`src/hw/rtl/cpa_pkg.sv`:
```
// Package for the contiguous page allocator: sizes, codes, register map,
// controller state type and the command and status structs.
// No dependencies; every other file of the block refers to it by scoped names.
package cpa_pkg;

	localparam int HEAP_PAGES  = 256;
	localparam int STACK_PAGES = 256;

	localparam int PAGE_W  = 8;
	localparam int COUNT_W = 9;
	localparam int BYTES_W = 21;
	localparam int WORD_W  = 32;
	localparam int PADDR_W = 5;
	localparam int REGIDX_W = 3;

	localparam logic [1:0] ST_OK     = 2'd0;
	localparam logic [1:0] ST_ZERO   = 2'd1;
	localparam logic [1:0] ST_NOROOM = 2'd2;

	localparam logic OP_ALLOC = 1'b0;
	localparam logic OP_FREE  = 1'b1;

	localparam logic REGION_HEAP  = 1'b0;
	localparam logic REGION_STACK = 1'b1;

	localparam logic [REGIDX_W-1:0] REG_HEAP_PAGE_BYTES  = 3'd0;
	localparam logic [REGIDX_W-1:0] REG_STACK_PAGE_BYTES = 3'd1;
	localparam logic [REGIDX_W-1:0] REG_HEAP_BASE        = 3'd2;
	localparam logic [REGIDX_W-1:0] REG_STACK_BASE       = 3'd3;
	localparam logic [REGIDX_W-1:0] REG_HEAP_PAGES_USED  = 3'd4;
	localparam logic [REGIDX_W-1:0] REG_STACK_PAGES_USED = 3'd5;

	localparam logic [BYTES_W-1:0] RST_PAGE_BYTES = 21'd4096;
	localparam logic [COUNT_W-1:0] RST_PAGES_USED = 9'd256;

	typedef struct packed {
		logic [BYTES_W-1:0] heap_page_bytes;
		logic [BYTES_W-1:0] stack_page_bytes;
		logic [WORD_W-1:0]  heap_base;
		logic [WORD_W-1:0]  stack_base;
		logic [COUNT_W-1:0] heap_pages_used;
		logic [COUNT_W-1:0] stack_pages_used;
	} cfg_t;

	typedef struct packed {
		logic               operation;
		logic               region;
		logic [WORD_W-1:0]  size_bytes;
		logic [PAGE_W-1:0]  free_first_page;
		logic [COUNT_W-1:0] free_count;
	} req_t;

	typedef struct packed {
		logic [1:0]         status;
		logic [PAGE_W-1:0]  first_page;
		logic [COUNT_W-1:0] page_count;
		logic [WORD_W-1:0]  byte_size;
		logic [WORD_W-1:0]  start_address;
	} rsp_t;

	typedef struct packed {
		logic       clear_step;
		logic       load;
		logic       div_start;
		logic       need_load;
		logic       scan_init;
		logic       scan_step;
		logic       mark_init;
		logic       mark_step;
		logic       free_step;
		logic       mult;
		logic       set_status;
		logic [1:0] status_code;
		logic       res_load;
	} cmd_t;

	typedef struct packed {
		logic clear_last;
		logic op_free;
		logic div_done;
		logic need_zero;
		logic need_fits;
		logic scan_end;
		logic scan_hit;
		logic mark_last;
		logic free_end;
		logic rsp_busy;
	} sts_t;

	typedef enum logic [3:0] {
		S_CLEAR,
		S_IDLE,
		S_DECODE,
		S_FREE,
		S_DIVW,
		S_CHECK,
		S_SCAN,
		S_MARKI,
		S_MARK,
		S_MULT,
		S_DONE
	} state_t;

endpackage

```
`src/hw/rtl/cpa_req_if.sv`:
```
// Request channel of the contiguous page allocator: valid, ready and payload.
// Depends on cpa_pkg for field widths.
interface cpa_req_if;
	logic                        valid;
	logic                        ready;
	logic                        operation;
	logic                        region;
	logic [cpa_pkg::WORD_W-1:0]  size_bytes;
	logic [cpa_pkg::PAGE_W-1:0]  free_first_page;
	logic [cpa_pkg::COUNT_W-1:0] free_count;

	modport source (output valid, operation, region, size_bytes, free_first_page,
		free_count, input ready);
	modport sink (input valid, operation, region, size_bytes, free_first_page,
		free_count, output ready);
endinterface

```
`src/hw/rtl/cpa_rsp_if.sv`:
```
// Response channel of the contiguous page allocator: valid, ready and payload.
// Depends on cpa_pkg for field widths.
interface cpa_rsp_if;
	logic                        valid;
	logic                        ready;
	logic [1:0]                  status;
	logic [cpa_pkg::PAGE_W-1:0]  first_page;
	logic [cpa_pkg::COUNT_W-1:0] page_count;
	logic [cpa_pkg::WORD_W-1:0]  byte_size;
	logic [cpa_pkg::WORD_W-1:0]  start_address;

	modport source (output valid, status, first_page, page_count, byte_size,
		start_address, input ready);
	modport sink (input valid, status, first_page, page_count, byte_size,
		start_address, output ready);
endinterface

```
`src/hw/rtl/contiguous_page_allocator.sv`:
```
// Top level of the contiguous page allocator: ties the register file,
// the controller and the datapath to the request and response channels.
// Depends on cpa_pkg, cpa_req_if, cpa_rsp_if, cpa_regs, cpa_ctrl and cpa_dp.

// The allocator keeps a 256-page map for the heap and one for the stack, one
// bit per page, all pages free after reset. Right after reset it clears both
// maps, one page of each per cycle, and accepts no transaction until that pass
// is done. It works on one transaction at a time. An allocate transaction is
// decoded, goes through the iterative divider that turns the byte size into a
// page count, is checked, scans one map bit per cycle up to the end of the
// first fitting run within the pages in use, marks the run, multiplies and
// loads the result. A zero-page or oversize request stops after the check. A
// free transaction clears one page per cycle. The result sits in an output
// register, so the next transaction is accepted as soon as the controller is
// back in idle even if the sink has not yet taken the previous result.
// Configuration registers are written over the APB-style port and must only
// change while the block is idle.
module contiguous_page_allocator (
	input  logic                         clk,
	input  logic                         arst_n,
	cpa_req_if.sink                      req,
	cpa_rsp_if.source                    rsp,
	input  logic                         psel,
	input  logic                         penable,
	input  logic                         pwrite,
	input  logic [cpa_pkg::PADDR_W-1:0]  paddr,
	input  logic [cpa_pkg::WORD_W-1:0]   pwdata,
	output logic [cpa_pkg::WORD_W-1:0]   prdata,
	output logic                         pready
);

	cpa_pkg::cfg_t cfg;
	cpa_pkg::cmd_t cmd;
	cpa_pkg::sts_t sts;
	cpa_pkg::req_t req_data;
	cpa_pkg::rsp_t rsp_data;
	logic          rsp_valid;

	// Request payload gathered into one struct for the datapath.
	assign req_data.operation       = req.operation;
	assign req_data.region          = req.region;
	assign req_data.size_bytes      = req.size_bytes;
	assign req_data.free_first_page = req.free_first_page;
	assign req_data.free_count      = req.free_count;

	assign rsp.valid         = rsp_valid;
	assign rsp.status        = rsp_data.status;
	assign rsp.first_page    = rsp_data.first_page;
	assign rsp.page_count    = rsp_data.page_count;
	assign rsp.byte_size     = rsp_data.byte_size;
	assign rsp.start_address = rsp_data.start_address;

	cpa_regs u_regs (
		.clk     (clk),
		.arst_n  (arst_n),
		.psel    (psel),
		.penable (penable),
		.pwrite  (pwrite),
		.paddr   (paddr),
		.pwdata  (pwdata),
		.prdata  (prdata),
		.pready  (pready),
		.cfg     (cfg)
	);

	cpa_ctrl u_ctrl (
		.clk      (clk),
		.arst_n   (arst_n),
		.in_valid (req.valid),
		.in_ready (req.ready),
		.cmd      (cmd),
		.sts      (sts)
	);

	cpa_dp u_dp (
		.clk       (clk),
		.arst_n    (arst_n),
		.cfg       (cfg),
		.req       (req_data),
		.rsp       (rsp_data),
		.rsp_valid (rsp_valid),
		.rsp_ready (rsp.ready),
		.cmd       (cmd),
		.sts       (sts)
	);

endmodule

```
`src/hw/rtl/cpa_regs.sv`:
```
// APB-style configuration register file of the contiguous page allocator.
// Depends on cpa_pkg for the register map and the cfg_t struct.
module cpa_regs (
	input  logic                         clk,
	input  logic                         arst_n,
	input  logic                         psel,
	input  logic                         penable,
	input  logic                         pwrite,
	input  logic [cpa_pkg::PADDR_W-1:0]  paddr,
	input  logic [cpa_pkg::WORD_W-1:0]   pwdata,
	output logic [cpa_pkg::WORD_W-1:0]   prdata,
	output logic                         pready,
	output cpa_pkg::cfg_t                cfg
);

	cpa_pkg::cfg_t                 cfg_q;
	logic [cpa_pkg::REGIDX_W-1:0]  idx;
	logic                          wr;

	assign idx    = paddr[cpa_pkg::PADDR_W-1:2];
	assign wr     = psel && penable && pwrite;
	assign pready = 1'b1;
	assign cfg    = cfg_q;

	always_ff @(posedge clk or negedge arst_n) begin
		if (!arst_n) begin
			cfg_q.heap_page_bytes  <= cpa_pkg::RST_PAGE_BYTES;
			cfg_q.stack_page_bytes <= cpa_pkg::RST_PAGE_BYTES;
			cfg_q.heap_base        <= '0;
			cfg_q.stack_base       <= '0;
			cfg_q.heap_pages_used  <= cpa_pkg::RST_PAGES_USED;
			cfg_q.stack_pages_used <= cpa_pkg::RST_PAGES_USED;
		end else if (wr) begin
			case (idx)
				cpa_pkg::REG_HEAP_PAGE_BYTES: begin
					cfg_q.heap_page_bytes <= pwdata[cpa_pkg::BYTES_W-1:0];
				end
				cpa_pkg::REG_STACK_PAGE_BYTES: begin
					cfg_q.stack_page_bytes <= pwdata[cpa_pkg::BYTES_W-1:0];
				end
				cpa_pkg::REG_HEAP_BASE: begin
					cfg_q.heap_base <= pwdata;
				end
				cpa_pkg::REG_STACK_BASE: begin
					cfg_q.stack_base <= pwdata;
				end
				cpa_pkg::REG_HEAP_PAGES_USED: begin
					cfg_q.heap_pages_used <= pwdata[cpa_pkg::COUNT_W-1:0];
				end
				cpa_pkg::REG_STACK_PAGES_USED: begin
					cfg_q.stack_pages_used <= pwdata[cpa_pkg::COUNT_W-1:0];
				end
				default: begin
				end
			endcase
		end
	end

	always_comb begin
		case (idx)
			cpa_pkg::REG_HEAP_PAGE_BYTES:  prdata = 32'(cfg_q.heap_page_bytes);
			cpa_pkg::REG_STACK_PAGE_BYTES: prdata = 32'(cfg_q.stack_page_bytes);
			cpa_pkg::REG_HEAP_BASE:        prdata = cfg_q.heap_base;
			cpa_pkg::REG_STACK_BASE:       prdata = cfg_q.stack_base;
			cpa_pkg::REG_HEAP_PAGES_USED:  prdata = 32'(cfg_q.heap_pages_used);
			cpa_pkg::REG_STACK_PAGES_USED: prdata = 32'(cfg_q.stack_pages_used);
			default:                       prdata = '0;
		endcase
	end

endmodule

```
`src/hw/rtl/cpa_div.sv`:
```
// Iterative restoring divider, one quotient bit per cycle, 32 steps.
// Depends on cpa_pkg for operand widths.
module cpa_div (
	input  logic                         clk,
	input  logic                         arst_n,
	input  logic                         start,
	input  logic [cpa_pkg::WORD_W-1:0]   dividend,
	input  logic [cpa_pkg::BYTES_W-1:0]  divisor,
	output logic [cpa_pkg::WORD_W-1:0]   quotient,
	output logic [cpa_pkg::BYTES_W:0]    remainder,
	output logic                         done
);

	logic [cpa_pkg::BYTES_W:0]  rem_q;
	logic [cpa_pkg::WORD_W-1:0] quo_q;
	logic [4:0]                 cnt_q;
	logic                       busy_q;
	logic                       done_q;
	logic [cpa_pkg::BYTES_W:0]  rem_sh;
	logic                       ge;

	assign rem_sh    = {rem_q[cpa_pkg::BYTES_W-1:0], quo_q[cpa_pkg::WORD_W-1]};
	assign ge        = rem_sh >= {1'b0, divisor};
	assign quotient  = quo_q;
	assign remainder = rem_q;
	assign done      = done_q;

	always_ff @(posedge clk or negedge arst_n) begin
		if (!arst_n) begin
			busy_q <= 1'b0;
			done_q <= 1'b0;
			cnt_q  <= '0;
		end else begin
			done_q <= 1'b0;
			if (start) begin
				busy_q <= 1'b1;
				cnt_q  <= '0;
			end else if (busy_q) begin
				cnt_q <= cnt_q + 5'd1;
				if (cnt_q == 5'd31) begin
					busy_q <= 1'b0;
					done_q <= 1'b1;
				end
			end
		end
	end

	always_ff @(posedge clk) begin
		if (start) begin
			rem_q <= '0;
			quo_q <= dividend;
		end else if (busy_q) begin
			rem_q <= ge ? (rem_sh - {1'b0, divisor}) : rem_sh;
			quo_q <= {quo_q[cpa_pkg::WORD_W-2:0], ge};
		end
	end

endmodule

```
`src/hw/rtl/cpa_dp.sv`:
```
// Datapath of the contiguous page allocator: page maps, request registers,
// scan and marking counters, divider, products and the result register.
// Depends on cpa_pkg and cpa_div.
module cpa_dp (
	input  logic          clk,
	input  logic          arst_n,
	input  cpa_pkg::cfg_t cfg,
	input  cpa_pkg::req_t req,
	output cpa_pkg::rsp_t rsp,
	output logic          rsp_valid,
	input  logic          rsp_ready,
	input  cpa_pkg::cmd_t cmd,
	output cpa_pkg::sts_t sts
);

	logic                         heap_mem  [cpa_pkg::HEAP_PAGES];
	logic                         stack_mem [cpa_pkg::STACK_PAGES];
	logic                         map_bit_q;
	logic [cpa_pkg::PAGE_W-1:0]   rd_addr;
	logic [cpa_pkg::PAGE_W-1:0]   clr_idx_q;

	logic                         op_q;
	logic                         region_q;
	logic [cpa_pkg::WORD_W-1:0]   size_q;
	logic [cpa_pkg::BYTES_W-1:0]  bytes_q;
	logic [cpa_pkg::COUNT_W-1:0]  used_q;
	logic [cpa_pkg::WORD_W-1:0]   base_q;

	logic [cpa_pkg::COUNT_W-1:0]  idx_q;
	logic [cpa_pkg::COUNT_W-1:0]  left_q;
	logic [cpa_pkg::COUNT_W-1:0]  run_q;
	logic [cpa_pkg::COUNT_W-1:0]  need_q;
	logic                         need_zero_q;
	logic                         need_fits_q;
	logic [cpa_pkg::PAGE_W-1:0]   start_q;
	logic [1:0]                   status_q;

	logic [cpa_pkg::WORD_W-1:0]   bsize_s1;
	logic [cpa_pkg::WORD_W-1:0]   off_s1;

	cpa_pkg::rsp_t                rsp_q;
	logic                         rsp_valid_q;

	logic [cpa_pkg::WORD_W-1:0]   div_q;
	logic [cpa_pkg::BYTES_W:0]    div_r;
	logic                         div_done;
	logic [cpa_pkg::WORD_W:0]     need_wide;
	logic                         cur_bit;
	logic [cpa_pkg::COUNT_W-1:0]  run_inc;
	logic [cpa_pkg::COUNT_W-1:0]  start_calc;
	logic [cpa_pkg::BYTES_W-1:0]  bytes_sel;
	logic [cpa_pkg::COUNT_W-1:0]  used_sel;
	logic                         alloc_ok;

	cpa_div u_div (
		.clk       (clk),
		.arst_n    (arst_n),
		.start     (cmd.div_start),
		.dividend  (size_q),
		.divisor   (bytes_q),
		.quotient  (div_q),
		.remainder (div_r),
		.done      (div_done)
	);

	// A page size of zero counts as one byte; pages in use saturate at the map depth.
	always_comb begin
		if (req.region == cpa_pkg::REGION_STACK) begin
			bytes_sel = cfg.stack_page_bytes;
			used_sel  = (cfg.stack_pages_used > cpa_pkg::COUNT_W'(cpa_pkg::STACK_PAGES)) ?
				cpa_pkg::COUNT_W'(cpa_pkg::STACK_PAGES) : cfg.stack_pages_used;
		end else begin
			bytes_sel = cfg.heap_page_bytes;
			used_sel  = (cfg.heap_pages_used > cpa_pkg::COUNT_W'(cpa_pkg::HEAP_PAGES)) ?
				cpa_pkg::COUNT_W'(cpa_pkg::HEAP_PAGES) : cfg.heap_pages_used;
		end
		if (bytes_sel == '0) begin
			bytes_sel = cpa_pkg::BYTES_W'(1);
		end
	end

	// The map read is registered, so the scan fetches the page it will look at next.
	assign rd_addr    = cmd.scan_init ? '0 : (idx_q[cpa_pkg::PAGE_W-1:0] + 8'd1);
	assign need_wide  = {1'b0, div_q} + {32'd0, (div_r != '0)};
	assign cur_bit    = map_bit_q;
	assign run_inc    = run_q + 9'd1;
	assign start_calc = idx_q + 9'd1 - need_q;
	assign alloc_ok   = (status_q == cpa_pkg::ST_OK) && (op_q == cpa_pkg::OP_ALLOC);

	assign sts.clear_last = &clr_idx_q;
	assign sts.op_free    = (op_q == cpa_pkg::OP_FREE);
	assign sts.div_done   = div_done;
	assign sts.need_zero  = need_zero_q;
	assign sts.need_fits  = need_fits_q;
	assign sts.scan_end   = (idx_q == used_q);
	assign sts.scan_hit   = !cur_bit && (run_inc >= need_q);
	assign sts.mark_last  = (left_q == 9'd1);
	assign sts.free_end   = (left_q == '0) || idx_q[cpa_pkg::COUNT_W-1];
	assign sts.rsp_busy   = rsp_valid_q && !rsp_ready;

	assign rsp       = rsp_q;
	assign rsp_valid = rsp_valid_q;

	// Address of the clearing pass that frees every page after reset.
	always_ff @(posedge clk or negedge arst_n) begin
		if (!arst_n) begin
			clr_idx_q <= '0;
		end else if (cmd.clear_step) begin
			clr_idx_q <= clr_idx_q + 8'd1;
		end
	end

	// Page maps: one bit per page, set when allocated; the clearing pass after
	// reset frees every page.
	always_ff @(posedge clk) begin
		if (cmd.clear_step) begin
			heap_mem[clr_idx_q]  <= 1'b0;
			stack_mem[clr_idx_q] <= 1'b0;
		end else if (cmd.mark_step || cmd.free_step) begin
			if (region_q == cpa_pkg::REGION_STACK) begin
				stack_mem[idx_q[cpa_pkg::PAGE_W-1:0]] <= cmd.mark_step;
			end else begin
				heap_mem[idx_q[cpa_pkg::PAGE_W-1:0]] <= cmd.mark_step;
			end
		end
	end

	always_ff @(posedge clk) begin
		if (region_q == cpa_pkg::REGION_STACK) begin
			map_bit_q <= stack_mem[rd_addr];
		end else begin
			map_bit_q <= heap_mem[rd_addr];
		end
	end

	always_ff @(posedge clk) begin
		if (cmd.load) begin
			op_q     <= req.operation;
			region_q <= req.region;
			size_q   <= req.size_bytes;
			bytes_q  <= bytes_sel;
			used_q   <= used_sel;
			base_q   <= (req.region == cpa_pkg::REGION_STACK) ? cfg.stack_base : cfg.heap_base;
			idx_q    <= {1'b0, req.free_first_page};
			left_q   <= req.free_count;
		end else if (cmd.scan_init) begin
			idx_q <= '0;
			run_q <= '0;
		end else if (cmd.scan_step) begin
			idx_q <= idx_q + 9'd1;
			run_q <= cur_bit ? '0 : run_inc;
			if (!cur_bit && (run_inc >= need_q)) begin
				start_q <= start_calc[cpa_pkg::PAGE_W-1:0];
			end
		end else if (cmd.mark_init) begin
			idx_q  <= {1'b0, start_q};
			left_q <= need_q;
		end else if (cmd.mark_step || cmd.free_step) begin
			idx_q  <= idx_q + 9'd1;
			left_q <= left_q - 9'd1;
		end
		if (cmd.need_load) begin
			need_q      <= need_wide[cpa_pkg::COUNT_W-1:0];
			need_zero_q <= (need_wide == '0);
			need_fits_q <= (need_wide <= {24'd0, used_q});
		end
		if (cmd.set_status) begin
			status_q <= cmd.status_code;
		end
		if (cmd.mult) begin
			bsize_s1 <= 32'(need_q * bytes_q);
			off_s1   <= 32'(start_q * bytes_q);
		end
	end

	// Result register: holds one finished transaction until the sink takes it.
	always_ff @(posedge clk or negedge arst_n) begin
		if (!arst_n) begin
			rsp_valid_q <= 1'b0;
		end else if (cmd.res_load) begin
			rsp_valid_q <= 1'b1;
		end else if (rsp_ready) begin
			rsp_valid_q <= 1'b0;
		end
	end

	always_ff @(posedge clk) begin
		if (cmd.res_load) begin
			rsp_q.status <= status_q;
			if (alloc_ok) begin
				rsp_q.first_page    <= start_q;
				rsp_q.page_count    <= need_q;
				rsp_q.byte_size     <= bsize_s1;
				rsp_q.start_address <= (region_q == cpa_pkg::REGION_STACK) ?
					(base_q - off_s1) : (base_q + off_s1);
			end else begin
				rsp_q.first_page    <= '0;
				rsp_q.page_count    <= '0;
				rsp_q.byte_size     <= '0;
				rsp_q.start_address <= '0;
			end
		end
	end

endmodule

```
`src/hw/rtl/cpa_ctrl.sv`:
```
// Controller state machine of the contiguous page allocator.
// Depends on cpa_pkg for the state type and the command and status structs.
module cpa_ctrl (
	input  logic          clk,
	input  logic          arst_n,
	input  logic          in_valid,
	output logic          in_ready,
	output cpa_pkg::cmd_t cmd,
	input  cpa_pkg::sts_t sts
);

	cpa_pkg::state_t state_q;
	cpa_pkg::state_t state_nx;

	always_ff @(posedge clk or negedge arst_n) begin
		if (!arst_n) begin
			state_q <= cpa_pkg::S_CLEAR;
		end else begin
			state_q <= state_nx;
		end
	end

	always_comb begin
		state_nx = state_q;
		cmd      = '0;
		in_ready = 1'b0;
		case (state_q)
			cpa_pkg::S_CLEAR: begin
				cmd.clear_step = 1'b1;
				if (sts.clear_last) begin
					state_nx = cpa_pkg::S_IDLE;
				end
			end
			cpa_pkg::S_IDLE: begin
				in_ready = 1'b1;
				if (in_valid) begin
					cmd.load = 1'b1;
					state_nx = cpa_pkg::S_DECODE;
				end
			end
			cpa_pkg::S_DECODE: begin
				if (sts.op_free) begin
					state_nx = cpa_pkg::S_FREE;
				end else begin
					cmd.div_start = 1'b1;
					state_nx      = cpa_pkg::S_DIVW;
				end
			end
			cpa_pkg::S_FREE: begin
				if (sts.free_end) begin
					cmd.set_status  = 1'b1;
					cmd.status_code = cpa_pkg::ST_OK;
					state_nx        = cpa_pkg::S_DONE;
				end else begin
					cmd.free_step = 1'b1;
				end
			end
			cpa_pkg::S_DIVW: begin
				if (sts.div_done) begin
					cmd.need_load = 1'b1;
					state_nx      = cpa_pkg::S_CHECK;
				end
			end
			cpa_pkg::S_CHECK: begin
				if (sts.need_zero) begin
					cmd.set_status  = 1'b1;
					cmd.status_code = cpa_pkg::ST_ZERO;
					state_nx        = cpa_pkg::S_DONE;
				end else if (!sts.need_fits) begin
					cmd.set_status  = 1'b1;
					cmd.status_code = cpa_pkg::ST_NOROOM;
					state_nx        = cpa_pkg::S_DONE;
				end else begin
					cmd.scan_init = 1'b1;
					state_nx      = cpa_pkg::S_SCAN;
				end
			end
			cpa_pkg::S_SCAN: begin
				if (sts.scan_end) begin
					cmd.set_status  = 1'b1;
					cmd.status_code = cpa_pkg::ST_NOROOM;
					state_nx        = cpa_pkg::S_DONE;
				end else begin
					cmd.scan_step = 1'b1;
					if (sts.scan_hit) begin
						state_nx = cpa_pkg::S_MARKI;
					end
				end
			end
			cpa_pkg::S_MARKI: begin
				cmd.mark_init = 1'b1;
				state_nx      = cpa_pkg::S_MARK;
			end
			cpa_pkg::S_MARK: begin
				cmd.mark_step = 1'b1;
				if (sts.mark_last) begin
					state_nx = cpa_pkg::S_MULT;
				end
			end
			cpa_pkg::S_MULT: begin
				cmd.mult        = 1'b1;
				cmd.set_status  = 1'b1;
				cmd.status_code = cpa_pkg::ST_OK;
				state_nx        = cpa_pkg::S_DONE;
			end
			cpa_pkg::S_DONE: begin
				if (!sts.rsp_busy) begin
					cmd.res_load = 1'b1;
					state_nx     = cpa_pkg::S_IDLE;
				end
			end
			default: begin
				state_nx = cpa_pkg::S_IDLE;
			end
		endcase
	end

`ifndef SYNTHESIS
	a_res_not_busy: assert property (@(posedge clk) disable iff (!arst_n)
		cmd.res_load |-> !sts.rsp_busy)
		else $error("result loaded while the result register is still held");

	a_hit_marks: assert property (@(posedge clk) disable iff (!arst_n)
		(state_q == cpa_pkg::S_SCAN) && !sts.scan_end && sts.scan_hit
		|=> state_q == cpa_pkg::S_MARKI)
		else $error("found run did not lead to the marking pass");

	a_load_leaves_idle: assert property (@(posedge clk) disable iff (!arst_n)
		cmd.load |=> state_q == cpa_pkg::S_DECODE)
		else $error("accepted transaction was not decoded");

	a_div_before_need: assert property (@(posedge clk) disable iff (!arst_n)
		cmd.div_start |=> !sts.div_done)
		else $error("divider reported done right after start");
`endif

endmodule

```
`src/flat_wrapper.sv`:
```
// flat-port wrapper written by rule: the top's interface ports become plain ports
module contiguous_page_allocator_flat 
  (clk, arst_n, psel, penable, pwrite, paddr, pwdata, prdata, pready, req_valid, req_operation, req_region, req_size_bytes, req_free_first_page, req_free_count, req_ready, rsp_valid, rsp_status, rsp_first_page, rsp_page_count, rsp_byte_size, rsp_start_address, rsp_ready);
  cpa_req_if req_i ();
  cpa_rsp_if rsp_i ();
  input  logic clk;
  input  logic arst_n;
  input  logic psel;
  input  logic penable;
  input  logic pwrite;
  input  logic [cpa_pkg::PADDR_W-1:0] paddr;
  input  logic [cpa_pkg::WORD_W-1:0] pwdata;
  output logic [cpa_pkg::WORD_W-1:0] prdata;
  output logic pready;
  input wire logic [$bits(req_i.valid)-1:0] req_valid;
  input wire logic [$bits(req_i.operation)-1:0] req_operation;
  input wire logic [$bits(req_i.region)-1:0] req_region;
  input wire logic [$bits(req_i.size_bytes)-1:0] req_size_bytes;
  input wire logic [$bits(req_i.free_first_page)-1:0] req_free_first_page;
  input wire logic [$bits(req_i.free_count)-1:0] req_free_count;
  output wire logic [$bits(req_i.ready)-1:0] req_ready;
  output wire logic [$bits(rsp_i.valid)-1:0] rsp_valid;
  output wire logic [$bits(rsp_i.status)-1:0] rsp_status;
  output wire logic [$bits(rsp_i.first_page)-1:0] rsp_first_page;
  output wire logic [$bits(rsp_i.page_count)-1:0] rsp_page_count;
  output wire logic [$bits(rsp_i.byte_size)-1:0] rsp_byte_size;
  output wire logic [$bits(rsp_i.start_address)-1:0] rsp_start_address;
  input wire logic [$bits(rsp_i.ready)-1:0] rsp_ready;
  assign req_i.valid = req_valid;
  assign req_i.operation = req_operation;
  assign req_i.region = req_region;
  assign req_i.size_bytes = req_size_bytes;
  assign req_i.free_first_page = req_free_first_page;
  assign req_i.free_count = req_free_count;
  assign req_ready = req_i.ready;
  assign rsp_valid = rsp_i.valid;
  assign rsp_status = rsp_i.status;
  assign rsp_first_page = rsp_i.first_page;
  assign rsp_page_count = rsp_i.page_count;
  assign rsp_byte_size = rsp_i.byte_size;
  assign rsp_start_address = rsp_i.start_address;
  assign rsp_i.ready = rsp_ready;
  contiguous_page_allocator u_core (.clk(clk), .arst_n(arst_n), .req(req_i), .rsp(rsp_i), .psel(psel), .penable(penable), .pwrite(pwrite), .paddr(paddr), .pwdata(pwdata), .prdata(prdata), .pready(pready));
endmodule
```
`config.mk`:
```
export PLATFORM = sky130hd
export DESIGN_NAME = contiguous_page_allocator_flat
export DESIGN_NICKNAME = d
export VERILOG_FILES = /design/src/hw/rtl/cpa_pkg.sv /design/src/hw/rtl/cpa_req_if.sv /design/src/hw/rtl/cpa_rsp_if.sv /design/src/hw/rtl/contiguous_page_allocator.sv /design/src/hw/rtl/cpa_regs.sv /design/src/hw/rtl/cpa_div.sv /design/src/hw/rtl/cpa_dp.sv /design/src/hw/rtl/cpa_ctrl.sv /design/src/flat_wrapper.sv
export SDC_FILE = /design/constraint.sdc
export NUM_CORES = 2
export LEC_CHECK = 0
export ABC_AREA = 1
export BUFFER_PORTS_ARGS = -buffer_cell sky130_fd_sc_hd__clkbuf_2
export CAP_MARGIN = 20
export CORE_UTILIZATION = 57
export DETAILED_ROUTE_END_ITERATION = 8
export GPL_TIMING_DRIVEN = 1
export PLACE_DENSITY = 0.8
export SYNTH_ARGS = -nofsm -noshare
export SYNTH_HDL_FRONTEND = slang
export SYNTH_HIERARCHICAL = 1
export SYNTH_SLANG_ARGS = --single-unit
```
`constraint.sdc`:
```
create_clock -name clk -period 12.04 [get_ports clk]
set_input_delay 3.612 -clock clk [delete_from_list [all_inputs] [get_ports clk]]
set_output_delay 3.612 -clock clk [all_outputs]
set_load 0.03 [all_outputs]
```
==> results.md <==
* Vias in the first global route at 49300
* PD cells at 254 nW/um2
* Post-synth top flop: edfxtp_1
* Max Freq at 0.100 GHz
* Die X at 332 um
* CTS tree: done
* DRT iter0 DRCs at 5548
* GP Congestion at 0.940
* Clock share of power at 0.189
* Maxcap violations at 0
* Top-Level Pins at 213
* Final ANT Viol Nets at 0
* Final setup vio count at 0
* Reg area at 28900 um2
* Post-synth EDFFs at 827
* Largest net degree at the start of global routing at 213
* Pwr Total at 17.1 mW
* Final min period at 9.96 ns
* Synth cell types at 71
* Hold bufs inserted after CTS at 0
* H-Tree Depth at 3
* Comb power frac at 0.528
* WHS at 0.491 ns
* Initial antenna violation count at 3
* WL final at 168000 um
* Total gr overflow at 0
* Post-synth ARST share at 0.145
* Clk sinks at 995
* Wire per inst at 19.0 um
* Hpwl dp at 110000 um
* Drt pass-1 iters at 6
* Multi-input gate area at 27000 um2
* Worst skew pair latency at 0.74 ns
* Most frequent cells in the layout: nand2_1, inv_1, nor2_1
* Flop pwr share at 0.283
* Final cycle utilization of the critical path at 0.828
* Final Max Slew Viols at 0
* IO buf count at 207
* Synth Instances at 7332
* Starting Density at 0.577
* Final Hold Fails at 0
* Root buf cell: clkbuf_16
* Clock skew at 0.0570 ns
* Die outline height at 332 um
* Post-CTS sizing at 0
* Final net count at 7890
* Via count at 50400
* Leakage at 31.4 nW
* Setup TNS Final at 0 ns
* Setup ws final at 2.08 ns
* Syn avg cell area at 8.48 um2
* Rows at 120
* VDD IR max at 0.000278 V
* P_sw at 7.89 mW
* Most common cell after layout, fill and taps aside: nand2_1
* Worst-path fanout max at 61
* Sw Share at 0.462
* Post-synthesis sequential area ratio at 0.465
* Gr usage total at 0.301
* Hold WC Path Type: flip-flop to flip-flop
* Crit end category: output pin
* Vias per inst at 5.70
* CP Launch Type: input pin
* Yosys reg bits at 995
* Worst path arrival time at 6.35 ns
* Synth warn at 6
* First-pass GRT wire length at 262000 um
* Mapped cell area at 62200 um2
* CTS buffer count at 104
* Share of layout cells above drive strength 1 at 0.0785
* P_int at 9.21 mW
* Worst slack at placement at 2.15 ns
* Fill count at 8774
* Max clock buf depth at 3
* Slew @ Worst Pin at 1.16 ns
* Buffer count from post-CTS setup fixing at 0
* DIE AREA at 110000 um2
* Residual DRC count at 0
* Worst endpoint required time at 8.43 ns
* CP Class: input pin to output pin
* P&R area growth vs syn at 8.50%
* CTS clk-pin slew, worst paths at 0.06 ns
* RSZ-0062 raised after global routing: false
* Slew Limit Headroom at 0.225
* Core footprint at 108000 um2
* Outcome: finished, final reports clean
==> cell usage after synthesis (4+ instances only) <==
cell,instances,area (um2)
ha_1,186,2330
o21bai_1,14,105
nand3b_1,22,165
o31ai_1,8,60.1
inv_2,25,93.8
buf_1,8,30.0
fa_1,251,5020
nor2_2,21,131
nor2_4,9,101
nand2_1,1685,6320
edfxtp_1,827,24800
nand4_2,4,50.1
nor2_1,995,3730
a21o_1,14,105
o21a_1,6,45.0
o21ai_0,293,1470
nand2_2,23,144
o21ai_1,50,250
dfstp_2,4,105
dfrtp_1,140,3500
nand3_2,20,200
clkbuf_1,204,766
buf_6,7,78.8
nand4_1,88,551
dfxtp_1,24,480
nor3_1,45,225
xnor2_1,44,385
o211ai_1,27,203
nor3_2,6,60.1
buf_4,13,97.6
clkinv_1,4,15.0
a21oi_1,166,831
a31oi_1,16,100
nand3_1,559,2800
a21boi_0,8,60.1
inv_1,1221,4580
o21ai_2,13,114
xor2_1,81,709
nor4_1,27,169
buf_2,119,596
==> sequential cells by signal, summed over array words and instances (netlist names), 21 cells and up <==
register,count
u_core/u_dp/heap_mem,256
u_core/u_dp/stack_mem,256
u_core/u_regs/cfg,124
u_core/u_dp/rsp,81
u_core/u_dp/base_q,32
u_core/u_dp/size_q,32
u_core/u_dp/u_div/quotient,32
u_core/u_dp/bsize_s1,30
u_core/u_dp/off_s1,29
u_core/u_dp/u_div/remainder,22
u_core/u_dp/bytes_q,21
==> cell families after synthesis <==
family                     after synthesis  share of synthesized area
DFF                                    995                      0.465
other                                    2                   0.000121
buffers and inverters                 1604                      0.101
adders and majority gates              437                      0.118
muxes                                    1                   0.000161
and+or+nand+nor                       3524                      0.239
xor gates and xnor gates               125                     0.0176
AOI/OAI and AO/OA                      644                     0.0580
==> path summary, 6_finish.rpt <==
kind                                                                to  slack (ns)                                         from  cells past startpoint
max                                                         prdata[23]        2.08                                     paddr[4]                      5
min                        u_core/u_dp/u_div/remainder[9]$_SDFFE_PP0P_        0.49  u_core/u_dp/u_div/remainder[9]$_SDFFE_PP0P_                      2
max reg2reg                           u_core/u_dp/off_s1[19]$_DFFE_PP_        6.34         u_core/u_dp/bytes_q[5]$_SDFFCE_PN0P_                     20
min reg2reg                u_core/u_dp/u_div/remainder[9]$_SDFFE_PP0P_        0.49  u_core/u_dp/u_div/remainder[9]$_SDFFE_PP0P_                      2
max in group asynchronous            u_core/u_regs/cfg[46]$_DFFE_PN0P_        7.78                                       arst_n                      2
min in group asynchronous       u_core/u_dp/u_div/cnt_q[3]$_DFFE_PN0P_        2.97                                       arst_n                      1
==> per-stage QoR <==
stage	instances	cell area [um2]	utilization
6_report	8853	67400	0.626
5_1_grt	8853	67400	0.626
4_1_cts	8850	67400	0.626
3_5_place_dp	8653	63900	0.594
3_3_place_gp	8653	63900	0.594
2_1_floorplan	7333	62200	-
==> metal layers <==
layer  global-route usage  vias up  share of wire
met5                    0        -        0.00011
met2                0.510     2553           0.48
met1                0.375    24000           0.37
li1                     -    23400              -
met3               0.0497      536          0.093
met4                0.145        2          0.049
==> worst max-delay path, cell delays in order <==
cell and delay (ns):
clkbuf_2 0.32, inv_2 0.85, nand3_2 0.84, o21ai_0 0.44, clkbuf_2 0.26
==> area by class of cell <==
type	instances	share of cell area
inverter	1250	0.0696
tap	1403	0.0260
antenna	1	0.0000371
clock buffer	126	0.0403
clock inverter	71	0.0108
multi-input combinational	4734	0.401
sequential	995	0.429
timing repair buffer	273	0.0236
==> power by group through the flow <==
stage | Sequential (mW) | Clock, mW | Combinational (mW)
2_1_floorplan | 4.76 | 0 | 6.61
3_3_place_gp | 4.88 | 0 | 8.63
3_5_place_dp | 4.89 | 0 | 8.84
4_1_cts | 4.82 | 3.27 | 8.92
5_1_grt | 4.87 | 3.41 | 10.1
6_report | 4.83 | 3.23 | 9.03
Power figures use the tool's default switching activity.
